`config.mk`:
```
export PLATFORM = sky130hd
export DESIGN_NAME = linear_queue_with_search_update_flat
export DESIGN_NICKNAME = d
export VERILOG_FILES = /design/src/sv/qsu_pkg.sv /design/src/sv/qsu_if.sv /design/src/sv/qsu_ctrl.sv /design/src/sv/qsu_dp.sv /design/src/sv/linear_queue_with_search_update.sv /design/src/flat_wrapper.sv
export SDC_FILE = /design/constraint.sdc
export NUM_CORES = 1
export LEC_CHECK = 0
export BUFFER_PORTS_ARGS = -buffer_cell sky130_fd_sc_hd__buf_2
export CORE_ASPECT_RATIO = 0.7
export CORE_UTILIZATION = 55
export DETAILED_ROUTE_END_ITERATION = 8
export PLACE_DENSITY = 0.72
export SLEW_MARGIN = 15
export SYNTH_ARGS = -nofsm -noshare
export SYNTH_HDL_FRONTEND = slang
export SYNTH_HIERARCHICAL = 1
export SYNTH_SLANG_ARGS = --single-unit
```
`constraint.sdc`:
```
create_clock -name clk -period 6.9 [get_ports clk]
set_clock_uncertainty 0.15 [all_clocks]
set_input_delay 1.38 -clock clk [delete_from_list [all_inputs] [get_ports clk]]
set_output_delay 1.38 -clock clk [all_outputs]
set_load 0.05 [all_outputs]
```
`src/sv/qsu_pkg.sv`:
```
// ----------------------------------------------------------------------------
// qsu_pkg
// Shared types and codes for the linear queue with search and update.
// ----------------------------------------------------------------------------
package qsu_pkg;

  localparam int OP_W   = 3;
  localparam int DATA_W = 16;
  localparam int ST_W   = 2;

  typedef logic [OP_W-1:0]          opcode_t;
  typedef logic signed [DATA_W-1:0] data_t;
  typedef logic [ST_W-1:0]          status_t;

  localparam opcode_t OP_ADD     = 3'd0;
  localparam opcode_t OP_DELETE  = 3'd1;
  localparam opcode_t OP_COUNT   = 3'd2;
  localparam opcode_t OP_SEARCH  = 3'd3;
  localparam opcode_t OP_UPDATE  = 3'd4;
  localparam opcode_t OP_DISPLAY = 3'd5;

  localparam status_t ST_OK       = 2'd0;
  localparam status_t ST_FULL     = 2'd1;
  localparam status_t ST_EMPTY    = 2'd2;
  localparam status_t ST_NOTFOUND = 2'd3;

  // controller -> datapath
  typedef struct packed {
    logic accept;     // latch request, read head slot
    logic exec_fire;  // finish a single-result op into the output register
    logic scan_step;  // compare current slot, read the next
    logic resp_fire;  // emit search/update outcome
    logic disp_fire;  // emit current slot, read the next
  } qsu_cmd_t;

  // datapath -> controller
  typedef struct packed {
    opcode_t op;
    logic    empty;
    logic    last;      // slot under the read pointer is the tail
    logic    out_free;  // output register can take a result this cycle
  } qsu_sts_t;

endpackage

```
`src/sv/qsu_if.sv`:
```
// ----------------------------------------------------------------------------
// qsu_req_if / qsu_rsp_if
// Valid/ready channels for queue requests and results.
// ----------------------------------------------------------------------------
interface qsu_req_if import qsu_pkg::*; ();
  logic    valid;
  logic    ready;
  opcode_t opcode;
  data_t   data_value;
  data_t   replacement;

  modport source (output valid, output opcode, output data_value, output replacement,
                  input ready);
  modport sink   (input valid, input opcode, input data_value, input replacement,
                  output ready);
endinterface

interface qsu_rsp_if import qsu_pkg::*; #(
  parameter int CW = 5
) ();
  logic          valid;
  logic          ready;
  status_t       status;
  data_t         read_value;
  logic [CW-1:0] entry_count;
  logic          last_of_run;

  modport source (output valid, output status, output read_value, output entry_count,
                  output last_of_run, input ready);
  modport sink   (input valid, input status, input read_value, input entry_count,
                  input last_of_run, output ready);
endinterface

```
`src/sv/qsu_ctrl.sv`:
```
// ----------------------------------------------------------------------------
// qsu_ctrl
// Sequencer: one request at a time, walks the slots for scan and display.
// ----------------------------------------------------------------------------
module qsu_ctrl import qsu_pkg::*; (
  input  logic     clk,
  input  logic     rst_n,
  input  logic     req_valid,
  output logic     req_ready,
  input  qsu_sts_t sts,
  output qsu_cmd_t cmd
);

  localparam logic [2:0] S_IDLE = 3'd0;
  localparam logic [2:0] S_EXEC = 3'd1;
  localparam logic [2:0] S_SCAN = 3'd2;
  localparam logic [2:0] S_RESP = 3'd3;
  localparam logic [2:0] S_DISP = 3'd4;

  logic [2:0] state_r;
  logic [2:0] state_nxt;
  logic       walk_op;

  assign walk_op = (sts.op == OP_SEARCH) || (sts.op == OP_UPDATE);

  always_comb begin
    state_nxt = state_r;
    cmd       = '0;
    req_ready = 1'b0;
    case (state_r)
      S_IDLE: begin
        req_ready = 1'b1;
        if (req_valid) begin
          cmd.accept = 1'b1;
          state_nxt  = S_EXEC;
        end
      end
      S_EXEC: begin
        if (walk_op && !sts.empty) begin
          state_nxt = S_SCAN;
        end else if (sts.op == OP_DISPLAY && !sts.empty) begin
          state_nxt = S_DISP;
        end else if (sts.out_free) begin
          cmd.exec_fire = 1'b1;
          state_nxt     = S_IDLE;
        end
      end
      S_SCAN: begin
        cmd.scan_step = 1'b1;
        if (sts.last) state_nxt = S_RESP;
      end
      S_RESP: begin
        if (sts.out_free) begin
          cmd.resp_fire = 1'b1;
          state_nxt     = S_IDLE;
        end
      end
      S_DISP: begin
        if (sts.out_free) begin
          cmd.disp_fire = 1'b1;
          if (sts.last) state_nxt = S_IDLE;
        end
      end
      default: state_nxt = S_IDLE;
    endcase
  end

  always_ff @(posedge clk) begin
    if (!rst_n) state_r <= S_IDLE;
    else        state_r <= state_nxt;
  end

endmodule

```
`src/sv/qsu_dp.sv`:
```
// ----------------------------------------------------------------------------
// qsu_dp
// Slot memory, head/tail indices, compare logic and the result register.
// ----------------------------------------------------------------------------
module qsu_dp import qsu_pkg::*; #(
  parameter int DEPTH = 16,
  parameter int IW    = 4,
  parameter int CW    = 5
) (
  input  logic          clk,
  input  logic          rst_n,
  input  qsu_cmd_t      cmd,
  output qsu_sts_t      sts,
  input  opcode_t       in_opcode,
  input  data_t         in_data_value,
  input  data_t         in_replacement,
  output logic          out_valid,
  input  logic          out_ready,
  output status_t       out_status,
  output data_t         out_read_value,
  output logic [CW-1:0] out_entry_count,
  output logic          out_last_of_run
);

  data_t         mem [DEPTH];

  opcode_t       op_r;
  data_t         key_r;
  data_t         rep_r;
  logic [IW-1:0] head_r,  head_nxt;
  logic [IW-1:0] tail_r,  tail_nxt;
  logic          empty_r, empty_nxt;
  logic [IW-1:0] rd_addr_r, rd_addr_nxt;
  data_t         rd_data_r;
  logic          rd_en;
  logic          hit_r, hit_nxt;
  logic          wr_en;
  logic [IW-1:0] wr_addr;
  data_t         wr_data;
  logic          full;
  logic          last;
  logic          match;
  logic [IW:0]   span;
  logic [CW-1:0] count;

  logic          out_valid_r, out_valid_nxt;
  status_t       out_status_r, out_status_nxt;
  data_t         out_value_r, out_value_nxt;
  logic [CW-1:0] out_count_r, out_count_nxt;
  logic          out_last_r, out_last_nxt;
  logic          out_free;
  logic          fire;

  assign full     = !empty_r && (tail_r == IW'(DEPTH - 1));
  assign last     = (rd_addr_r == tail_r);
  assign match    = (rd_data_r == key_r);
  assign span     = {1'b0, tail_r} - {1'b0, head_r} + {{IW{1'b0}}, 1'b1};
  assign count    = empty_r ? '0 : CW'(span);
  assign out_free = !out_valid_r || out_ready;
  assign fire     = cmd.exec_fire || cmd.resp_fire || cmd.disp_fire;

  assign sts.op       = op_r;
  assign sts.empty    = empty_r;
  assign sts.last     = last;
  assign sts.out_free = out_free;

  // read port: head on accept, then walks up one slot per step
  assign rd_en       = cmd.accept || ((cmd.scan_step || cmd.disp_fire) && !last);
  assign rd_addr_nxt = cmd.accept ? head_r : rd_addr_r + {{(IW-1){1'b0}}, 1'b1};

  // write port: add at tail, or overwrite the compared slot on update
  always_comb begin
    wr_en   = 1'b0;
    wr_addr = rd_addr_r;
    wr_data = rep_r;
    if (cmd.exec_fire && op_r == OP_ADD && !full) begin
      wr_en   = 1'b1;
      wr_addr = empty_r ? '0 : tail_r + {{(IW-1){1'b0}}, 1'b1};
      wr_data = key_r;
    end else if (cmd.scan_step && op_r == OP_UPDATE && match) begin
      wr_en   = 1'b1;
    end
  end

  always_ff @(posedge clk) begin
    if (wr_en) mem[wr_addr] <= wr_data;
    if (rd_en) rd_data_r <= mem[rd_addr_nxt];
  end

  always_ff @(posedge clk) begin
    if (rd_en) rd_addr_r <= rd_addr_nxt;
    if (cmd.accept) begin
      op_r  <= in_opcode;
      key_r <= in_data_value;
      rep_r <= in_replacement;
    end
    hit_r <= hit_nxt;
  end

  assign hit_nxt = cmd.accept ? 1'b0 : (hit_r || (cmd.scan_step && match));

  // index update
  always_comb begin
    head_nxt  = head_r;
    tail_nxt  = tail_r;
    empty_nxt = empty_r;
    if (cmd.exec_fire) begin
      case (op_r)
        OP_ADD: begin
          if (empty_r) begin
            head_nxt  = '0;
            tail_nxt  = '0;
            empty_nxt = 1'b0;
          end else if (!full) begin
            tail_nxt  = tail_r + {{(IW-1){1'b0}}, 1'b1};
          end
        end
        OP_DELETE: begin
          if (!empty_r) begin
            if (head_r == tail_r) begin
              head_nxt  = '0;
              tail_nxt  = '0;
              empty_nxt = 1'b1;
            end else begin
              head_nxt  = head_r + {{(IW-1){1'b0}}, 1'b1};
            end
          end
        end
        default: ;
      endcase
    end
  end

  always_ff @(posedge clk) begin
    if (!rst_n) begin
      head_r  <= '0;
      tail_r  <= '0;
      empty_r <= 1'b1;
    end else begin
      head_r  <= head_nxt;
      tail_r  <= tail_nxt;
      empty_r <= empty_nxt;
    end
  end

  // result register
  always_comb begin
    out_status_nxt = ST_OK;
    out_value_nxt  = '0;
    out_count_nxt  = '0;
    out_last_nxt   = 1'b1;
    if (cmd.exec_fire) begin
      case (op_r)
        OP_ADD:     out_status_nxt = full ? ST_FULL : ST_OK;
        OP_DELETE: begin
          if (empty_r) out_status_nxt = ST_EMPTY;
          else         out_value_nxt  = rd_data_r;
        end
        OP_COUNT:   out_count_nxt  = count;
        OP_SEARCH,
        OP_UPDATE,
        OP_DISPLAY: out_status_nxt = ST_EMPTY;
        default:    out_status_nxt = ST_OK;
      endcase
    end else if (cmd.resp_fire) begin
      out_status_nxt = hit_r ? ST_OK : ST_NOTFOUND;
    end else begin
      out_value_nxt  = rd_data_r;
      out_last_nxt   = last;
    end
  end

  assign out_valid_nxt = fire ? 1'b1 : (out_ready ? 1'b0 : out_valid_r);

  always_ff @(posedge clk) begin
    if (!rst_n) out_valid_r <= 1'b0;
    else        out_valid_r <= out_valid_nxt;
  end

  always_ff @(posedge clk) begin
    if (fire) begin
      out_status_r <= out_status_nxt;
      out_value_r  <= out_value_nxt;
      out_count_r  <= out_count_nxt;
      out_last_r   <= out_last_nxt;
    end
  end

  assign out_valid       = out_valid_r;
  assign out_status      = out_status_r;
  assign out_read_value  = out_value_r;
  assign out_entry_count = out_count_r;
  assign out_last_of_run = out_last_r;

endmodule

```
`src/sv/linear_queue_with_search_update.sv`:
```
// ----------------------------------------------------------------------------
// linear_queue_with_search_update
// Non-circular array queue of DEPTH 16-bit entries with search and update.
// ----------------------------------------------------------------------------
// Usage:
//   in_ch  : requests (opcode, data_value, replacement), valid/ready.
//   out_ch : results (status, read_value, entry_count, last_of_run).
//   One request is worked at a time; in_ch.ready is high only when idle.
//   Add, delete, count, unused opcodes and any op on an empty queue load
//   their one result from the exec state once the result register is free,
//   then go back to idle. Search/update read every held slot, one per
//   cycle through the slot memory's read port, and then wait in the
//   response state for the result register. Display: after the exec state,
//   one entry per cycle while the receiver keeps up, the last one flagged
//   by last_of_run.
//   Adds stop once the tail hits the last slot; space freed at the head is
//   reused only after the queue drains completely.
//   Reset (rst_n low, synchronous) empties the queue and drops any pending
//   result; slot contents are not cleared.
//   A stalled receiver holds the result register; the sequencer pauses
//   until it frees up.
// ----------------------------------------------------------------------------
module linear_queue_with_search_update import qsu_pkg::*; #(
  parameter int DEPTH = 16
) (
  input  logic      clk,
  input  logic      rst_n,
  qsu_req_if.sink   in_ch,
  qsu_rsp_if.source out_ch
);

  // index and count widths; CW must match the width of out_ch
  localparam int IW = $clog2(DEPTH);
  localparam int CW = $clog2(DEPTH + 1);

  qsu_cmd_t      cmd;
  qsu_sts_t      sts;
  logic [CW-1:0] entry_count;

  // sequencer: accepts one request, then steps the datapath
  qsu_ctrl u_ctrl (
    .clk       (clk),
    .rst_n     (rst_n),
    .req_valid (in_ch.valid),
    .req_ready (in_ch.ready),
    .sts       (sts),
    .cmd       (cmd)
  );

  // storage, indices, compare and output register
  qsu_dp #(
    .DEPTH (DEPTH),
    .IW    (IW),
    .CW    (CW)
  ) u_dp (
    .clk             (clk),
    .rst_n           (rst_n),
    .cmd             (cmd),
    .sts             (sts),
    .in_opcode       (in_ch.opcode),
    .in_data_value   (in_ch.data_value),
    .in_replacement  (in_ch.replacement),
    .out_valid       (out_ch.valid),
    .out_ready       (out_ch.ready),
    .out_status      (out_ch.status),
    .out_read_value  (out_ch.read_value),
    .out_entry_count (entry_count),
    .out_last_of_run (out_ch.last_of_run)
  );

  assign out_ch.entry_count = entry_count;

endmodule

```
`src/flat_wrapper.sv`:
```
// flat-port wrapper written by rule: the top's interface ports become plain ports
module linear_queue_with_search_update_flat import qsu_pkg::*;
#(
  parameter int DEPTH = 16
)
  (clk, rst_n, in_ch_valid, in_ch_opcode, in_ch_data_value, in_ch_replacement, in_ch_ready, out_ch_valid, out_ch_status, out_ch_read_value, out_ch_entry_count, out_ch_last_of_run, out_ch_ready);
  qsu_req_if in_ch_i ();
  qsu_rsp_if out_ch_i ();
  input  logic clk;
  input  logic rst_n;
  input wire logic [$bits(in_ch_i.valid)-1:0] in_ch_valid;
  input wire logic [$bits(in_ch_i.opcode)-1:0] in_ch_opcode;
  input wire logic [$bits(in_ch_i.data_value)-1:0] in_ch_data_value;
  input wire logic [$bits(in_ch_i.replacement)-1:0] in_ch_replacement;
  output wire logic [$bits(in_ch_i.ready)-1:0] in_ch_ready;
  output wire logic [$bits(out_ch_i.valid)-1:0] out_ch_valid;
  output wire logic [$bits(out_ch_i.status)-1:0] out_ch_status;
  output wire logic [$bits(out_ch_i.read_value)-1:0] out_ch_read_value;
  output wire logic [$bits(out_ch_i.entry_count)-1:0] out_ch_entry_count;
  output wire logic [$bits(out_ch_i.last_of_run)-1:0] out_ch_last_of_run;
  input wire logic [$bits(out_ch_i.ready)-1:0] out_ch_ready;
  assign in_ch_i.valid = in_ch_valid;
  assign in_ch_i.opcode = in_ch_opcode;
  assign in_ch_i.data_value = in_ch_data_value;
  assign in_ch_i.replacement = in_ch_replacement;
  assign in_ch_ready = in_ch_i.ready;
  assign out_ch_valid = out_ch_i.valid;
  assign out_ch_status = out_ch_i.status;
  assign out_ch_read_value = out_ch_i.read_value;
  assign out_ch_entry_count = out_ch_i.entry_count;
  assign out_ch_last_of_run = out_ch_i.last_of_run;
  assign out_ch_i.ready = out_ch_ready;
  linear_queue_with_search_update #(.DEPTH(DEPTH)) u_core (.clk(clk), .rst_n(rst_n), .in_ch(in_ch_i), .out_ch(out_ch_i));
endmodule
```
# After elaboration in Yosys (flattened, before gate mapping)
# Memory sizes are Yosys's and may differ from the RTL's. A register that Yosys moved wholly into a read port is not among the register bits.
# Cells that the tools add are included.
dict set report totals {
  output_inout_bits 26
  reg_bits 77
  inputBits 39
  ramBits 256
  wordCells 124
  memories 1
}
# memory words width rd rd_ports_with_merged_regs write_ports line_no
set mem_list {}
lappend mem_list {u_core.u_dp.mem 16 16 1 1 1 qsu_dp.sv:25} ;# data_t mem [DEPTH];
dict set report op_classes {
  n_mux 50
  addsub 5
  bitwise_logic 2
  n_reduce_logical 31
  n_eq_ne 21
}
# op n
set ops {}
lappend ops {{2-to-1 mux 16 bit} 5}
lappend ops {{2-to-1 mux 4 bit} 10}
lappend ops {{2-to-1 mux 3 bit} 7}
lappend ops {{2-to-1 mux 1 bit} 19}
lappend ops {{== test 16 bit} 1}
lappend ops {{one-hot mux 4 bit (2 select lines)} 2}
lappend ops {{one-hot mux 3 bit (5 select lines)} 1}
lappend ops {{!= test 2 bit (second input constant)} 7}
lappend ops {{adder 4 x 1 -> 4 bit (second input constant)} 3}
lappend ops {{== test 3 x 2 -> 1 bit (second input constant)} 4}
lappend ops {{== test 3 bit (second input constant)} 3}
lappend ops {{logical AND 1 bit} 9}
lappend ops {{== test 4 bit} 2}
lappend ops {{2-to-1 mux 2 bit} 4}
lappend ops {{AND reduction 4 bit} 2}
lappend ops {{logical OR 1 bit} 7}
lappend ops {{== test 3 x 1 -> 1 bit (second input constant)} 2}
lappend ops {{logical NOT 3 bit} 2}
lappend ops {{one-hot mux 2 bit (3 select lines)} 1}
lappend ops {{OR reduction 3 bit} 2}
lappend ops {{adder 5 x 1 -> 5 bit (second input constant)} 1}
lappend ops {{AND reduction 5 bit} 1}
lappend ops {{subtractor 4 x 4 -> 5 bit} 1}
lappend ops {{== test 4 bit (second input constant)} 1}
lappend ops {{7 further kinds} 12}

# Longest topological paths before layout
# Gate-level depths: netlist (run 1).
dict set report depth {
  word_depth 11
  ltp_mapped 13
}

# Hierarchy
# The synthesis (run 1) kept the hierarchy.
# module area_each_um2 seq_area_each_um2 cells_per_inst n_inst
set modules_own_cells {}
lappend modules_own_cells {qsu_dp 13999.7 10279.9 799 1}
lappend modules_own_cells {qsu_ctrl 235.2 60.1 33 1}

# Least setup slack after synthesis (run 1)
# Ideal clock, no wire load.
dict set report synth_path {
  kind {register to register}
  startpoint {register u_core.u_ctrl.state_r[1]}
  endpoint {register u_core.u_dp.rd_data_r[11], read port of u_core.u_dp.mem, data pin}
  stages_incl_launch_ff 11
  setup_ns 0.268
  n_path_buf 3
  setup_slack_ns 2.441
  arrival_ns 4.040
  path_cell_list {dfxtp_1 > buf_2 > nor3_1 > and2_1 > buf_6 > nand2b_2 > nand2_4 > buf_2 > mux4_2 > mux2i_1 > o22ai_1}
}
# item line_no
set synth_lines {}
lappend synth_lines {{start: declaration} qsu_ctrl.sv:20} ;# logic [2:0] state_r;
lappend synth_lines {{start signal: assignment} qsu_ctrl.sv:70} ;# else state_r <= state_nxt;
lappend synth_lines {{end: declaration} qsu_dp.sv:34} ;# data_t rd_data_r;

==> results of run 1 <==
layout make-up:
type,count,share of cell area
Antenna cell,2,0.000313
Sequential cell,349,0.647
Tap cell,325,0.0255
Clock inverter,23,0.0146
Inverter,22,0.00517
Clock buffer,39,0.0558
Timing Repair Buffer,78,0.0266
Multi-Input combinational cell,419,0.225
power by group through the flow:
stage / clock network [mW] / registers, mW / logic, mW
2_1_floorplan: 0 / 2.52 / 0.359
3_3_place_gp: 0 / 2.50 / 0.553
3_5_place_dp: 0 / 2.50 / 0.561
4_1_cts: 1.90 / 2.46 / 0.563
5_1_grt: 1.97 / 2.46 / 0.599
6_report: 1.87 / 2.46 / 0.568
final timing paths:
check	slack (ps)	end	startpoint
worst min register to register	380	u_core/u_dp/hit_r	u_core/u_dp/hit_r
worst min-delay path	380	u_core/u_dp/hit_r	u_core/u_dp/hit_r
worst max-delay path	2440	u_core/u_dp/mem[2][3]	u_core/u_dp/op_r[2]
worst max register to register	2440	u_core/u_dp/mem[2][3]	u_core/u_dp/op_r[2]
stage by stage:
stage / total power, mW / instances
floorplan: 2.88 / 832
global placement: 3.05 / 1193
detailed placement: 3.06 / 1193
CTS: 4.92 / 1255
global route: 5.03 / 1256
finish: 4.90 / 1257
synth_stat cells, types with 2 or more instances:
library cell,instances,area (µm²)
buf_12,2,40.0
and2_1,3,18.8
a21oi_1,9,45.0
mux2_2,15,169
edfxtp_1,335,10100
a31oi_1,6,37.5
a311o_1,18,180
buf_6,5,56.3
nand2b_1,11,68.8
dfxtp_1,14,280
o22ai_1,17,106
a211oi_1,18,135
nand3b_1,2,15.0
and3_1,21,131
nor2b_1,17,106
mux2i_1,17,170
a21boi_1,2,15.0
o2111ai_1,2,17.5
nand3_1,13,65.1
o21a_1,2,15.0
o21ai_1,2,10.0
nand4b_1,2,17.5
clkbuf_1,16,60.1
nor4_1,5,31.3
buf_2,12,60.1
nor2_1,51,191
nor3b_1,4,30.0
nand4_1,4,25.0
inv_1,20,75.1
o21ai_0,6,30.0
a21o_1,2,15.0
xnor2_1,16,140
ha_1,10,125
nor3_1,6,30.0
xor2_1,9,78.8
buf_4,6,45.0
nand2_1,58,218
mux4_2,46,1040
kinds of logic (layout without fill, tap and decap cells):
family,count (synthesis),in the layout
mux,80,80
fa+ha+maj,11,11
compound gates,96,96
xor+xnor,25,25
simple gates,207,207
buf+inv,64,162
flops,349,349
other cells,0,2
sequential cells by signal (all words and copies together), names as in the netlist:
signal	count
u_core/u_dp/op_r	3
u_core/u_dp/hit_r	1
u_core/u_dp/rd_addr_r	4
u_core/u_dp/out_valid	1
u_core/u_dp/tail_r	4
u_core/u_dp/rep_r	16
u_core/u_dp/empty_r	1
u_core/u_dp/rd_data_r	16
u_core/u_dp/key_r	16
u_core/u_dp/mem	256
u_core/u_dp/out_entry_count	5
u_core/u_dp/out_status	2
u_core/u_dp/head_r	4
u_core/u_dp/out_last_of_run	1
u_core/u_ctrl/state_r	3
u_core/u_dp/out_read_value	16
per-layer routing:
layer | GRT usage | share of wire
met1 | 0.401 | 0.43
met5 | 0 | 0
met4 | 0.0732 | 0.023
met2 | 0.371 | 0.43
met3 | 0.0724 | 0.12
critical path, cell delays in order, from the launching register on:
cell,delay [ps]
edfxtp_1,570
nor2b_1,230
a2111o_1,450
nor2_1,430
or4b_1,570
nor3_1,370
and3_1,220
a21oi_1,110
nor2_2,980
==> impl_metrics.json, run 1 <==
{
  "outcome": "finished, final reports clean",
  "cts-root-buf": "clkbuf_16",
  "setup_viol": 0,
  "maxCapViolations": 0,
  "p_int_mw": 3.69,
  "synth_edf_count": 335,
  "port_buffers": 64,
  "synth-seq-area-share": 0.726,
  "worstHoldPathCells": 2,
  "die_x_um": 194,
  "core_area_mm2": 0.0250,
  "gp_congestion": 0.835,
  "worst_pin_slew_ps": 1200,
  "clk_pin_slew_ps": 60,
  "drv_slew": 0,
  "required_ps": 6890,
  "fin_area_mm2": 0.0160,
  "clkPwrFrac": 0.382,
  "postCtsHoldBufs": 0,
  "final_antenna_net_count": 0,
  "synthAdderAreaFrac": 0.0102,
  "cts_tree": "built",
  "dp_hpwl_um": 21700,
  "synthXorXnorAreaFrac": 0.0154,
  "p_sw_mw": 1.21,
  "syn_nets": 882,
  "seqCellArea_mm2": 0.0103,
  "final_util": 0.638,
  "antenna_found_initial": 3,
  "area_growth_pct": 12.2,
  "drive_gt1_frac": 0.230,
  "grt_remaining_overflow": 0,
  "power.density_mw_per_mm2": 307,
  "nFillCells": 1723,
  "synthArstFlopShare": 0,
  "start_util": 0.568,
  "rsz0062_at_grt": "no",
  "crit_arrival_ps": 4450,
  "placed_area_mm2": 0.0148,
  "drt_iter0_markers": 1153,
  "worstHoldPathType": "register to register",
  "synth_compound_area_frac": 0.0500,
  "cp_max_fo": 16,
  "multiInputGateArea_mm2": 0.00359,
  "cts_setup_buffers": 0,
  "leakagePower_nw": 5.36,
  "yosys_warnings": 6,
  "firstDrtPassIters": 5,
  "min_period_ps": 4460,
  "synth.area.mux_share": 0.0990,
  "ff2ff_path_depth": 8,
  "row_count": 48,
  "yosys.area_share.simple": 0.0738,
  "vdd_drop_max_uv": 209,
  "start_kind": "register",
  "synth_cell_type_count": 66,
  "worstSetupPathType": "register to register",
  "max-slew-margin-rel": 0.198,
  "routed_via_density": 6.40,
  "fin_nets": 954,
  "fmaxAchievable_mhz": 224,
  "die_area_mm2": 0.0265,
  "clock_sinks": 349,
  "cts.repair.resized": 0,
  "synth_cells": 832,
  "period_share": 0.647,
  "cp-end-kind": "register",
  "post-place-ws_ps": 1950,
  "track_usage": 0.263,
  "layout_setup_ws_ps": 2440,
  "netlist_area_mm2": 0.0142,
  "io_pins": 65,
  "pwr-share-comb": 0.116,
  "dieHeight_um": 137,
  "grt_pass1_wl_um": 49600,
  "tns_ps": 0,
  "clkLatencyLatePin_ps": 530,
  "fin_hold_ws_ps": 376,
  "cts_buffers": 34,
  "wl_um": 34000,
  "wire_per_inst_um": 27.1,
  "pwr-share-seq": 0.502,
  "synth_ff_type": "edfxtp_1",
  "synth_top_family_by_area": "multiplexers",
  "layout_commonest_cell": "edfxtp_1",
  "vias": 8043,
  "grt_pass1_vias": 7573,
  "hold_violations": 0,
  "clock_path_buffers": 3,
  "layout_common_cells": "edfxtp_1, buf_2, nand2_1",
  "grt_start_max_net_pins": 61,
  "swShare": 0.247,
  "postSynthAreaPerCell_um2": 17.1,
  "h-tree-depth": 2,
  "synth_seq_cells": 349,
  "drc_errors": 0
}
(Power assumes the default switching activity.)
==> run 2, diff against run 1 <==
--- a/config.mk
+++ b/config.mk
@@ -9,7 +9,7 @@
 export CORE_ASPECT_RATIO = 0.7
 export CORE_UTILIZATION = 55
 export DETAILED_ROUTE_END_ITERATION = 8
-export PLACE_DENSITY = 0.72
+export PLACE_DENSITY = 0.75
 export SLEW_MARGIN = 15
 export SYNTH_ARGS = -nofsm -noshare
 export SYNTH_HDL_FRONTEND = slang
==> constraint.sdc (replaced) <==
create_clock -name clk -period 3.8 [get_ports clk]
set_clock_uncertainty 0.15 [all_clocks]
set_input_delay 0.76 -clock clk [delete_from_list [all_inputs] [get_ports clk]]
set_output_delay 0.76 -clock clk [all_outputs]
set_load 0.05 [all_outputs]
==> run 2 against run 1 <==
Against the previous run: register-to-register slack got worse by 2100 ps; critical path type unchanged; worst hold slack got worse by 160 ps; clock power rose by 73%; combinational power rose by 83%; setup slack got worse by 2100 ps; highest routed layer unchanged; sequential power rose by 80%; critical endpoint is now u_core/u_dp/mem[10][3].
==> impl_metrics.json, run 2 (synthesis results as in run 1) <==
{
  "cp-end-kind": "register",
  "track_usage": 0.250,
  "largest_register_ffs": 256,
  "start_util": 0.568,
  "vias": 8015,
  "ff2ff_path_depth": 10,
  "io_pins": 65,
  "h-tree-depth": 1,
  "cts_buffers": 30,
  "die_x_um": 194,
  "required_ps": 3910,
  "fmaxAchievable_mhz": 285,
  "drt_iter0_markers": 872,
  "row_count": 48,
  "cts_tree": "built",
  "grt_pass1_vias": 7797,
  "cp_max_fo": 11,
  "clkLatencyLatePin_ps": 560,
  "worst_pin_slew_ps": 1140,
  "grt_pass1_wl_um": 48400,
  "fin_area_mm2": 0.0162,
  "layout_common_cells": "edfxtp_1, buf_2, nand2_1",
  "p_total_mw": 8.71,
  "clock_sinks": 349,
  "dp_hpwl_um": 21300,
  "crit_arrival_ps": 3620,
  "cts-root-buf": "clkbuf_16",
  "leakagePower_nw": 5.52,
  "r2r_slack_ps": 290,
  "final_antenna_net_count": 0,
  "worstHoldPathType": "input port to register",
  "period_share": 0.924,
  "cts.repair.resized": 0,
  "gp_congestion": 0.952,
  "clk_pin_slew_ps": 70,
  "cts_setup_buffers": 0,
  "wl_um": 32100,
  "layout_commonest_cell": "edfxtp_1",
  "rsz0062_at_grt": "no",
  "grt_start_max_net_pins": 34,
  "area_growth_pct": 13.6,
  "worstSetupPathType": "register to register",
  "top_register": "u_core/u_dp/mem",
  "placed_area_mm2": 0.0151,
  "nFillCells": 1703,
  "drv_slew": 0,
  "grt_remaining_overflow": 0,
  "drc_errors": 0,
  "firstDrtPassIters": 5,
  "hold_violations": 0,
  "outcome": "finished, final reports clean",
  "clock_path_buffers": 3,
  "vdd_drop_max_uv": 501,
  "wire_per_inst_um": 25.0,
  "fin_nets": 982,
  "core_area_mm2": 0.0250,
  "tns_ps": 0,
  "dieHeight_um": 137,
  "start_kind": "register",
  "power.density_mw_per_mm2": 538,
  "maxCapViolations": 0,
  "drive_gt1_frac": 0.246,
  "routed_via_density": 6.26,
  "min_period_ps": 3510,
  "postCtsHoldBufs": 0,
  "worstHoldPathCells": 1,
  "n_antenna_cell": 0,
  "setup_viol": 0,
  "max-slew-margin-rel": 0.240,
  "port_buffers": 64,
  "antenna_found_initial": 0,
  "die_area_mm2": 0.0265
}
-- run 2: layout make-up --
type                    count  area, µm²  area share
clock buffers              36        795      0.0491
clock inverters            20        249      0.0154
inverters                  22       82.6     0.00511
multi-input cells         419       3570       0.221
flip-flops and latches    349      10300       0.639
well taps                 325        407      0.0251
repair buffers            110        728      0.0450
-- run 2: power by group --
| part | switching, mW | internal (mW) |
|---|---|---|
| sequential | 0.0685 | 4.37 |
| clock | 1.34 | 1.90 |
| combinational | 0.649 | 0.390 |
| total | 2.05 | 6.65 |
-- run 2: final timing paths --
check	to	from
hold reg to reg	u_core/u_dp/hit_r	u_core/u_dp/hit_r
setup reg to reg	u_core/u_dp/mem[10][3]	u_core/u_dp/op_r[2]
hold / removal	u_core/u_dp/key_r[0]	in_ch_data_value[0]
setup / recovery	u_core/u_dp/mem[10][3]	u_core/u_dp/op_r[2]
-- run 2: routing by layer --
layer,vias up,GRT usage,routed length [µm]
li1,3468,-,-
met1,4059,0.377,14100
met2,428,0.375,14100
met3,60,0.0540,3210
met4,0,0.0600,666
met5,-,0,0
-- run 2: critical path: stages, from the launching register on --
cell,delay [ps]
edfxtp_1,340
buf_4,190
nor4bb_1,80
a2111o_1,420
nor2_1,160
or4b_1,570
nor3_1,440
and3_1,220
a21oi_1,90
nor2_1,280
buf_4,260
-- run 2: metrics by stage --
| step | std cells | hold WS (ps) | setup slack (ps) | util |
|---|---|---|---|---|
| global route | 1281 | 205 | 219 | 0.646 |
| floorplan | 832 | 312 | 158 | - |
| detailed placement | 1225 | 360 | 335 | 0.604 |
| global placement | 1225 | 342 | 460 | 0.604 |
| CTS | 1281 | 201 | 450 | 0.646 |
| finish | 1281 | 219 | 288 | 0.646 |
